===== src/sv/linear_2x2_cramer_solver_top_macros.svh =====
// assertion macros for the cramer solver
`ifndef LINEAR_2X2_CRAMER_SOLVER_TOP_MACROS_SVH
`define LINEAR_2X2_CRAMER_SOLVER_TOP_MACROS_SVH

// same-cycle implication
`define LCS_ASSERT_IMPLY(lbl, clk, rst, ante, cons) \
   lbl: assert property (@(posedge clk) disable iff (rst) (ante) |-> (cons)) \
      else $error("assertion failed");

// next-cycle implication
`define LCS_ASSERT_NEXT(lbl, clk, rst, ante, cons) \
   lbl: assert property (@(posedge clk) disable iff (rst) (ante) |=> (cons)) \
      else $error("assertion failed");

`endif


===== src/sv/lcs_pkg.sv =====
// shared types and helpers for the cramer solver
`timescale 1ns / 1ps
package lcs_pkg;

   localparam int QUO_BITS = 32;
   localparam logic [31:0] POS_MAX = 32'h7FFF_FFFF;
   localparam logic [31:0] NEG_MAX = 32'h8000_0000;

   typedef enum logic [1:0] {
      ST_UNIQUE = 2'd0,
      ST_NONE   = 2'd1,
      ST_MANY   = 2'd2
   } lcs_status_type;

   // one system travelling down the divider chain
   typedef struct packed {
      logic           vld;
      lcs_status_type status;
      logic [31:0]    den;
      logic [31:0]    rem_x;
      logic [31:0]    rem_y;
      logic [31:0]    src_x;
      logic [31:0]    src_y;
      logic [31:0]    quo_x;
      logic [31:0]    quo_y;
      logic           neg_x;
      logic           neg_y;
      logic           big_x;
      logic           big_y;
   } lcs_item_type;

   typedef struct packed {
      logic        sat;
      logic [31:0] val;
   } lcs_lane_type;

   // sign, saturation and truncation toward zero of one quotient
   function automatic lcs_lane_type lcs_finish(logic [31:0] quo, logic big, logic neg);
      lcs_lane_type r;
      r.sat = big | (!neg & quo[31]) | (neg & (quo > NEG_MAX));
      if (r.sat) begin
         r.val = neg ? NEG_MAX : POS_MAX;
      end else begin
         r.val = neg ? 32'(32'd0 - quo) : quo;
      end
      return r;
   endfunction

endpackage


===== src/sv/lcs_cell.sv =====
// one restoring division step for both quotients
`timescale 1ns / 1ps
module lcs_cell (
   input  logic                  clock,
   input  logic                  reset,
   input  logic                  advance,
   input  lcs_pkg::lcs_item_type prev_item,
   output lcs_pkg::lcs_item_type item_out
);
   import lcs_pkg::*;

   lcs_item_type item_ff, item_in;
   logic [32:0]  try_x, try_y, den_w;
   logic         ge_x, ge_y;

   always_comb begin
      den_w = {1'b0, prev_item.den};
      try_x = {prev_item.rem_x, prev_item.src_x[31]};
      try_y = {prev_item.rem_y, prev_item.src_y[31]};
      ge_x  = try_x >= den_w;
      ge_y  = try_y >= den_w;
      item_in       = prev_item;
      item_in.rem_x = ge_x ? 32'(try_x - den_w) : try_x[31:0];
      item_in.rem_y = ge_y ? 32'(try_y - den_w) : try_y[31:0];
      item_in.src_x = {prev_item.src_x[30:0], 1'b0};
      item_in.src_y = {prev_item.src_y[30:0], 1'b0};
      item_in.quo_x = {prev_item.quo_x[30:0], ge_x};
      item_in.quo_y = {prev_item.quo_y[30:0], ge_y};
   end

   always_ff @(posedge clock) begin
      if (reset) begin
         item_ff.vld <= 1'b0;
      end else if (advance) begin
         item_ff <= item_in;
      end
   end

   assign item_out = item_ff;

endmodule


===== config.mk =====
export PLATFORM = sky130hd
export DESIGN_NAME = lcs_cell
export DESIGN_NICKNAME = d
export VERILOG_FILES = /design/src/sv/linear_2x2_cramer_solver_top_macros.svh /design/src/sv/lcs_pkg.sv /design/src/sv/lcs_cell.sv
export SDC_FILE = /design/constraint.sdc
export NUM_CORES = 1
export LEC_CHECK = 0
export BUFFER_PORTS_ARGS = -buffer_cell sky130_fd_sc_hd__buf_4
export CAP_MARGIN = 20
export CORE_MARGIN = 1.5
export CORE_UTILIZATION = 30
export CTS_CLUSTER_SIZE = 12
export DETAILED_ROUTE_END_ITERATION = 10
export PLACE_DENSITY = 0.62
export SKIP_CTS_REPAIR_TIMING = 1
export SLEW_MARGIN = 40
export SYNTH_ARGS = -nofsm -noshare
export SYNTH_HDL_FRONTEND = slang
export SYNTH_SLANG_ARGS = --single-unit

===== constraint.sdc =====
create_clock -name clock -period 17.05 [get_ports clock]
set_clock_uncertainty 0.1 [all_clocks]
set_input_delay 2.5575 -clock clock [delete_from_list [all_inputs] [get_ports clock]]
set_output_delay 2.5575 -clock clock [all_outputs]
set_load 0.01 [all_outputs]

==> impl_metrics.toml, run 1 <==
[global_routing]
grt_pass1_vias = 8859
gr-total-overflow = 0
grt_start_max_net_pins = 87
grt_antenna_before_repair = 4
grt_first_pass_wirelength_mm = 54.3
grt_use_total_pct = 19.2

[sta]
rsz_0062_raised_after_global_routing = "no"
setup_viol = 0
max_freq_mhz = 173
drv_slew = 0
tns_ps = 0
slew_headroom_pct = 56.2
fin_crit_sh_pct = 33.9
timing_hold_violations_final = 0
finalWorstPathRequiredPeriod_ps = 5780
timing_worst_slew_pin_value_ps = 657

[synth]
netlist_area_mm2 = 0.0112
syn-mean-instance-area_um2 = 12.7
dominant_combinational_cell_family_by_area_after_synthesis = "compound AO/OA/AOI/OAI gates"
synth_enable_flop_cells = 228
synth_compound_area_share_pct = 13.5
synth.yosys.seq_area_share_pct = 61.5
yosys.area_share.simple_pct = 7.99
synth.area.top_cells = "sky130_fd_sc_hd__edfxtp_1 61%, sky130_fd_sc_hd__ha_1 7.2%, sky130_fd_sc_hd__a21oi_1 4.1%"
post_synth_inst_count = 881
async_set_reset_flop_share_out_of_synthesis_pct = 0
yosys_top_cell_area_share_pct = 61.3
dominantRegCellSynth = "sky130_fd_sc_hd__edfxtp_1"
synth_xor_xnor_area_share_pct = 4.16
ys_ff_latch = 229
synth_cell_type_count = 67
synth_area_leader_cell = "sky130_fd_sc_hd__edfxtp_1"
synth_warnings = 0
synth_adder_area_share_pct = 7.53
synthMuxAreaShare_pct = 2.24

[finish]
number_of_flip_flops_in_the_largest_register = 229
drive_gt1_share_pct = 38.2
finish.cell_count_without_fillers = 1846
syn_to_final_growth_pct = 44.5
final_nets = 1654
final_non_filler_cell_area_mm2 = 0.0161

[cts]
cts_sinks = 229
cts_buffers = 28
cts_buffer_depth = 3
cts_root_buffer = "sky130_fd_sc_hd__clkbuf_16"
h-tree-depth = 1
skew_pair_late_insertion_delay_ps = 550
cts.clk_slew.worst_paths_ps = 60
cts_tree = "done"

[floorplan]
core_area_mm2 = 0.0366
floorplan.initialDensity_pct = 30.5
die_y_um = 196
design.die.area_mm2 = 0.0384
fp-row-count = 70
floorplan.io_pins = 465
chipWidth_um = 196

[setup_path]
crit_path_start_kind = "input port"
worst-endpoint-arrival_ps = 6030
worstSetupEndpointType = "register"
path_class = "input port to register"
cpLargestDelayFamily = "compound AO/OA/AOI/OAI gates"
critical_path.cell_chain = "buf_4 > inv_1 > ha_1 > nor2b_1 > o211ai_1 > a21boi_0 > o21ai_0 > o31ai_1 > buf_4 > a31oi_1 > o21ai_4 > buf_4 > o311ai_1 > o32ai_1"
cpMaxStageDelayCell = "sky130_fd_sc_hd__o21ai_4"
cp.required_ps = 17300
timing.critical_path.mode_cell = "sky130_fd_sc_hd__buf_4"
critical_path_peak_fanout = 37
critical_path_buf_inv_count = 4
critPathMaxStageDelay_ps = 490

[detailed_routing]
post_drt_via_cell_ratio = 4.84
totalWireLength_mm = 38.7
drt_pass_1_iters = 5
vias = 8939
drt.antenna.violating_nets = 0
detail_route.drc_violations = 0
wl_per_cell_um = 21.0
initialDrtViolationCount = 440

[power_and_ir_drop]
leakagePower_nw = 6.87
total_power_after_layout_mw = 1.62
p_per_area_mw_per_mm2 = 100
ir_worst_vdd_uv = 62.8

[flow_run]
max_cap_viol_count = 0

[run_status]
run_status = "finished, final reports clean"

[place]
hpwlAfterDp_mm = 31.3
dp.cells = 1792
numPortBuffers = 460
placement.cell_area_mm2 = 0.0152
globalplace.congestion = 0.871

[worst_hold_path]
hold_path_class = "register to register"
## path summary, 6_finish.rpt
| kind | from | end | slack [ps] | cells after the start |
|---|---|---|---|---|
| setup / recovery | prev_item[197] | item_out[160] | 11270 | 14 |
| hold / removal | item_out[230] | item_out[230] | 420 | 2 |
| setup reg to reg | item_out[230] | item_out[230] | 16360 | 2 |
| hold reg to reg | item_out[230] | item_out[230] | 420 | 2 |
## worst min-delay path, stage by stage (launching register included)
cell	delay, ps
sky130_fd_sc_hd__dfxtp_1	340
sky130_fd_sc_hd__mux2i_1	70
sky130_fd_sc_hd__nor2_1	80
## synthesized netlist by cell type (10+ instances only)
library cell	instances
sky130_fd_sc_hd__edfxtp_1	228
sky130_fd_sc_hd__a21oi_1	91
sky130_fd_sc_hd__nor2_1	81
sky130_fd_sc_hd__ha_1	64
sky130_fd_sc_hd__inv_1	58
sky130_fd_sc_hd__nand2_1	39
sky130_fd_sc_hd__o21ai_0	30
sky130_fd_sc_hd__xnor2_1	29
sky130_fd_sc_hd__a21o_1	27
sky130_fd_sc_hd__xor2_1	24
sky130_fd_sc_hd__nand3_1	15
sky130_fd_sc_hd__clkbuf_1	13
sky130_fd_sc_hd__mux2_1	12
sky130_fd_sc_hd__nand4_1	12
sky130_fd_sc_hd__nor3_1	12
sky130_fd_sc_hd__o21a_1	12
sky130_fd_sc_hd__a31oi_1	11
sky130_fd_sc_hd__nor2b_1	10
sky130_fd_sc_hd__o21bai_1	10
## metal layers
layer | track usage (%) | vias to the layer above | routed length, um
li1 | - | 4273 | -
met1 | 20.9 | 4293 | 14700
met2 | 36.6 | 310 | 20600
met3 | 4.09 | 61 | 2370
met4 | 6.24 | 2 | 1060
met5 | 0 | - | 5
## report_power, final
group | switching [mW] | total (mW) | internal [mW]
logic | 0.176 | 0.336 | 0.161
registers | 0.0129 | 0.689 | 0.676
clock network | 0.241 | 0.595 | 0.354
## cell type report
class / instances / area (um2)
fill: 3433 / 20500
sequential: 229 / 6870
multi-input combinational: 570 / 3980
antenna: 5 / 12.5
clock inverter: 17 / 174
clock buffer: 32 / 737
tap: 468 / 586
inverter: 58 / 218
timing repair buffer: 467 / 3560
## layout by cell type, fill, tap and decap left out, types with 15 or more instances in the layout
master                      synthesis  final
sky130_fd_sc_hd__a21o_1            27     27
sky130_fd_sc_hd__a21oi_1           91     91
sky130_fd_sc_hd__buf_4              3    463
sky130_fd_sc_hd__clkbuf_16          0     29
sky130_fd_sc_hd__edfxtp_1         228    228
sky130_fd_sc_hd__ha_1              64     64
sky130_fd_sc_hd__inv_1             58     58
sky130_fd_sc_hd__nand2_1           39     39
sky130_fd_sc_hd__nand3_1           15     15
sky130_fd_sc_hd__nor2_1            81     81
sky130_fd_sc_hd__o21ai_0           30     30
sky130_fd_sc_hd__xnor2_1           29     29
sky130_fd_sc_hd__xor2_1            24     24
## cells by family after synthesis
| family | Yosys count |
|---|---|
| adders and majority gates | 66 |
| buffers and inverters | 83 |
| and+or+nand+nor | 194 |
| xor gates and xnor gates | 53 |
| muxes | 22 |
| AOI/OAI and AO/OA | 233 |
| other | 1 |
| DFF | 229 |
## per-stage QoR
step,hold slack [ps],worst slack [ps],utilization [%]
floorplan,428,3460,-
global placement,381,10690,41.4
detailed placement,405,10670,41.5
CTS,421,11180,44.0
global route,462,10800,44.1
finish,424,11270,44.1
(Power assumes the default switching activity.)
==> inputs of run 2 (changes only) <==
Settings changed: ABC_AREA set to 1, PLACE_DENSITY 0.62 to 0.61.
Clock period 17.05 ns to 5.4 ns, I/O delays scaled along.
==> impl_metrics.toml, run 2 <==
[detailed_routing]
drt_pass_1_iters = 5
initialDrtViolationCount = 675
totalWireLength_mm = 50.1
detail_route.drc_violations = 0
drt.antenna.violating_nets = 0
post_drt_via_cell_ratio = 4.45
vias = 12031
wl_per_cell_um = 18.5

[synth]
synth_enable_flop_cells = 228
synthMuxAreaShare_pct = 0
synth_area_leader_cell = "sky130_fd_sc_hd__edfxtp_1"
synth_compound_area_share_pct = 1.51
post_synth_inst_count = 1614
synth.yosys.seq_area_share_pct = 51.2
yosys.area_share.simple_pct = 29.2
synth_warnings = 0
ys_ff_latch = 229
synth.area.top_cells = "sky130_fd_sc_hd__edfxtp_1 51%, sky130_fd_sc_hd__nand2_1 18%, sky130_fd_sc_hd__inv_1 8.5%"
most_repeated_cell_in_the_gate_level_netlist_after_synthesis = "sky130_fd_sc_hd__nand2_1"
synth_adder_area_share_pct = 6.27
post_synth_most_frequent_cells = "653 x sky130_fd_sc_hd__nand2_1, 303 x sky130_fd_sc_hd__inv_1, 228 x sky130_fd_sc_hd__edfxtp_1"
yosys_top_cell_area_share_pct = 51.1
dominant_combinational_cell_family_by_area_after_synthesis = "simple AND/OR/NAND/NOR gates"
netlist_area_mm2 = 0.0134
synth_xor_xnor_area_share_pct = 1.83
synth_cell_type_count = 30
syn-mean-instance-area_um2 = 8.30
async_set_reset_flop_share_out_of_synthesis_pct = 0
dominantRegCellSynth = "sky130_fd_sc_hd__edfxtp_1"

[setup_path]
worstSetupEndpointType = "register"
critical_path_peak_fanout = 33
cp.required_ps = 5610
cpMaxStageDelayCell = "sky130_fd_sc_hd__nand4_4"
worst-endpoint-arrival_ps = 3050
crit_path_start_kind = "input port"
path_class = "input port to register"
critPathMaxStageDelay_ps = 520
timing.critical_path.mode_cell = "sky130_fd_sc_hd__nand2_1"
critical_path.cell_chain = "buf_4 > inv_1 > ha_1 > a21oi_1 > nand2_1 > nand2_1 > nand2_1 > a21oi_1 > nand4_4 > nand2_1 > nand2_1"
cpLargestDelayFamily = "simple AND/OR/NAND/NOR gates"
critical_path_buf_inv_count = 2

[run_status]
run_status = "finished, final reports clean"

[cts]
cts_buffers = 27
cts_buffer_depth = 3
cts.clk_slew.worst_paths_ps = 60
skew_pair_late_insertion_delay_ps = 550
cts_sinks = 229
h-tree-depth = 1
cts_root_buffer = "sky130_fd_sc_hd__clkbuf_16"
cts_tree = "done"

[floorplan]
die_y_um = 214
fp-row-count = 77
floorplan.initialDensity_pct = 30.4
design.die.area_mm2 = 0.0460
chipWidth_um = 214
floorplan.io_pins = 465
core_area_mm2 = 0.0441

[sta]
fin_crit_sh_pct = 52.7
rsz_0062_raised_after_global_routing = "no"
finalWorstPathRequiredPeriod_ps = 2840
timing_hold_violations_final = 0
timing_worst_slew_pin_value_ps = 792
tns_ps = 0
max_freq_mhz = 352
drv_slew = 0
slew_headroom_pct = 47.0
setup_viol = 0

[global_routing]
grt_use_total_pct = 21.1
grt_first_pass_wirelength_mm = 72.7
grt_start_max_net_pins = 87
grt_pass1_vias = 12126
grt_antenna_before_repair = 5
gr-total-overflow = 0

[worst_hold_path]
hold_path_class = "input port to register"

[place]
globalplace.congestion = 0.910
hpwlAfterDp_mm = 42.3
numPortBuffers = 460

[finish]
most_frequent_cells_in_the_layout = "653 x sky130_fd_sc_hd__nand2_1, 461 x sky130_fd_sc_hd__buf_4, 303 x sky130_fd_sc_hd__inv_1"
commonest_non_fill_non_tap_cell_in_the_layout = "sky130_fd_sc_hd__nand2_1"
number_of_flip_flops_in_the_largest_register = 229
final_nets = 2392
syn_to_final_growth_pct = 37.5
drive_gt1_share_pct = 26.3

[power_and_ir_drop]
ir_worst_vdd_uv = 237
total_power_after_layout_mw = 5.20
leakagePower_nw = 9.41
p_per_area_mw_per_mm2 = 282

[flow_run]
max_cap_viol_count = 0
[run 2: changes by cell type after synthesis, sizes merged, moves of 11 or more]
cell    change
nor3       +11
inv       +247
nand2     +631
o21ai      -31
xnor2      -27
a31oi      -11
clkbuf     -11
nand3     +109
mux2       -21
a21o       -25
o21a       -12
a21oi      -57
[run 2: worst register-to-register path: cells and delay by family, from the launching register on]
kind / cells / cell delay [ps]
AO/OA/AOI/OAI: 1 / 110
AND/OR/NAND/NOR: 1 / 60
flip-flops: 1 / 330
[run 2: metal layers]
metal	vias to the layer above	track usage, %	wire length [um]
li1	6032	-	-
met1	5557	22.5	18500
met2	371	42.0	27400
met4	0	6.13	1360
met5	-	0	0
met3	71	3.60	2820
[run 2: report_power, final]
part	internal, mW	switching [mW]	leakage (nW)	total, mW
Sequential	2.13	0.0402	2.14	2.17
Clock	1.05	0.762	0.427	1.81
Combinational	0.500	0.725	6.85	1.22
Total	3.68	1.53	9.41	5.20
[run 2: kinds of logic after synthesis]
kind of cell               count (synthesis)
and+or+nand+nor                          926
buffers and inverters                    325
DFF                                      229
adders and majority gates                 66
AOI/OAI and AO/OA                         39
xor gates and xnor gates                  28
other                                      1
[run 2: worst paths after layout]
check | startpoint | to | slack [ps] | depth (start not counted)
max | prev_item[224] | item_out[193] | 2560 | 11
min | prev_item[3] | item_out[3] | 320 | 1
max reg2reg | item_out[230] | item_out[230] | 4740 | 2
min reg2reg | item_out[230] | item_out[230] | 360 | 2
[run 2: final cells by class]
class	count	area [um2]
antenna	3	7.51
clock buffer	34	722
clock inverter	14	146
fill	4533	25700
inverter	305	1140
multi-input combinational	1061	5220
sequential	229	6870
tap	592	741
timing repair buffer	468	3580
[run 2: metrics by stage]
stage / area (um2) / setup slack [ps] / cells / hold slack [ps] / utilization (%)
detailed placement: 17600 / 1910 / 2655 / 353 / 39.8
CTS: 18400 / 2510 / 2703 / 282 / 41.8
global route: 18400 / 2320 / 2706 / 284 / 41.8
floorplan: 13400 / 661 / 1615 / 377 / -
finish: 18400 / 2560 / 2706 / 315 / 41.8
global placement: 17500 / 1990 / 2651 / 348 / 39.7
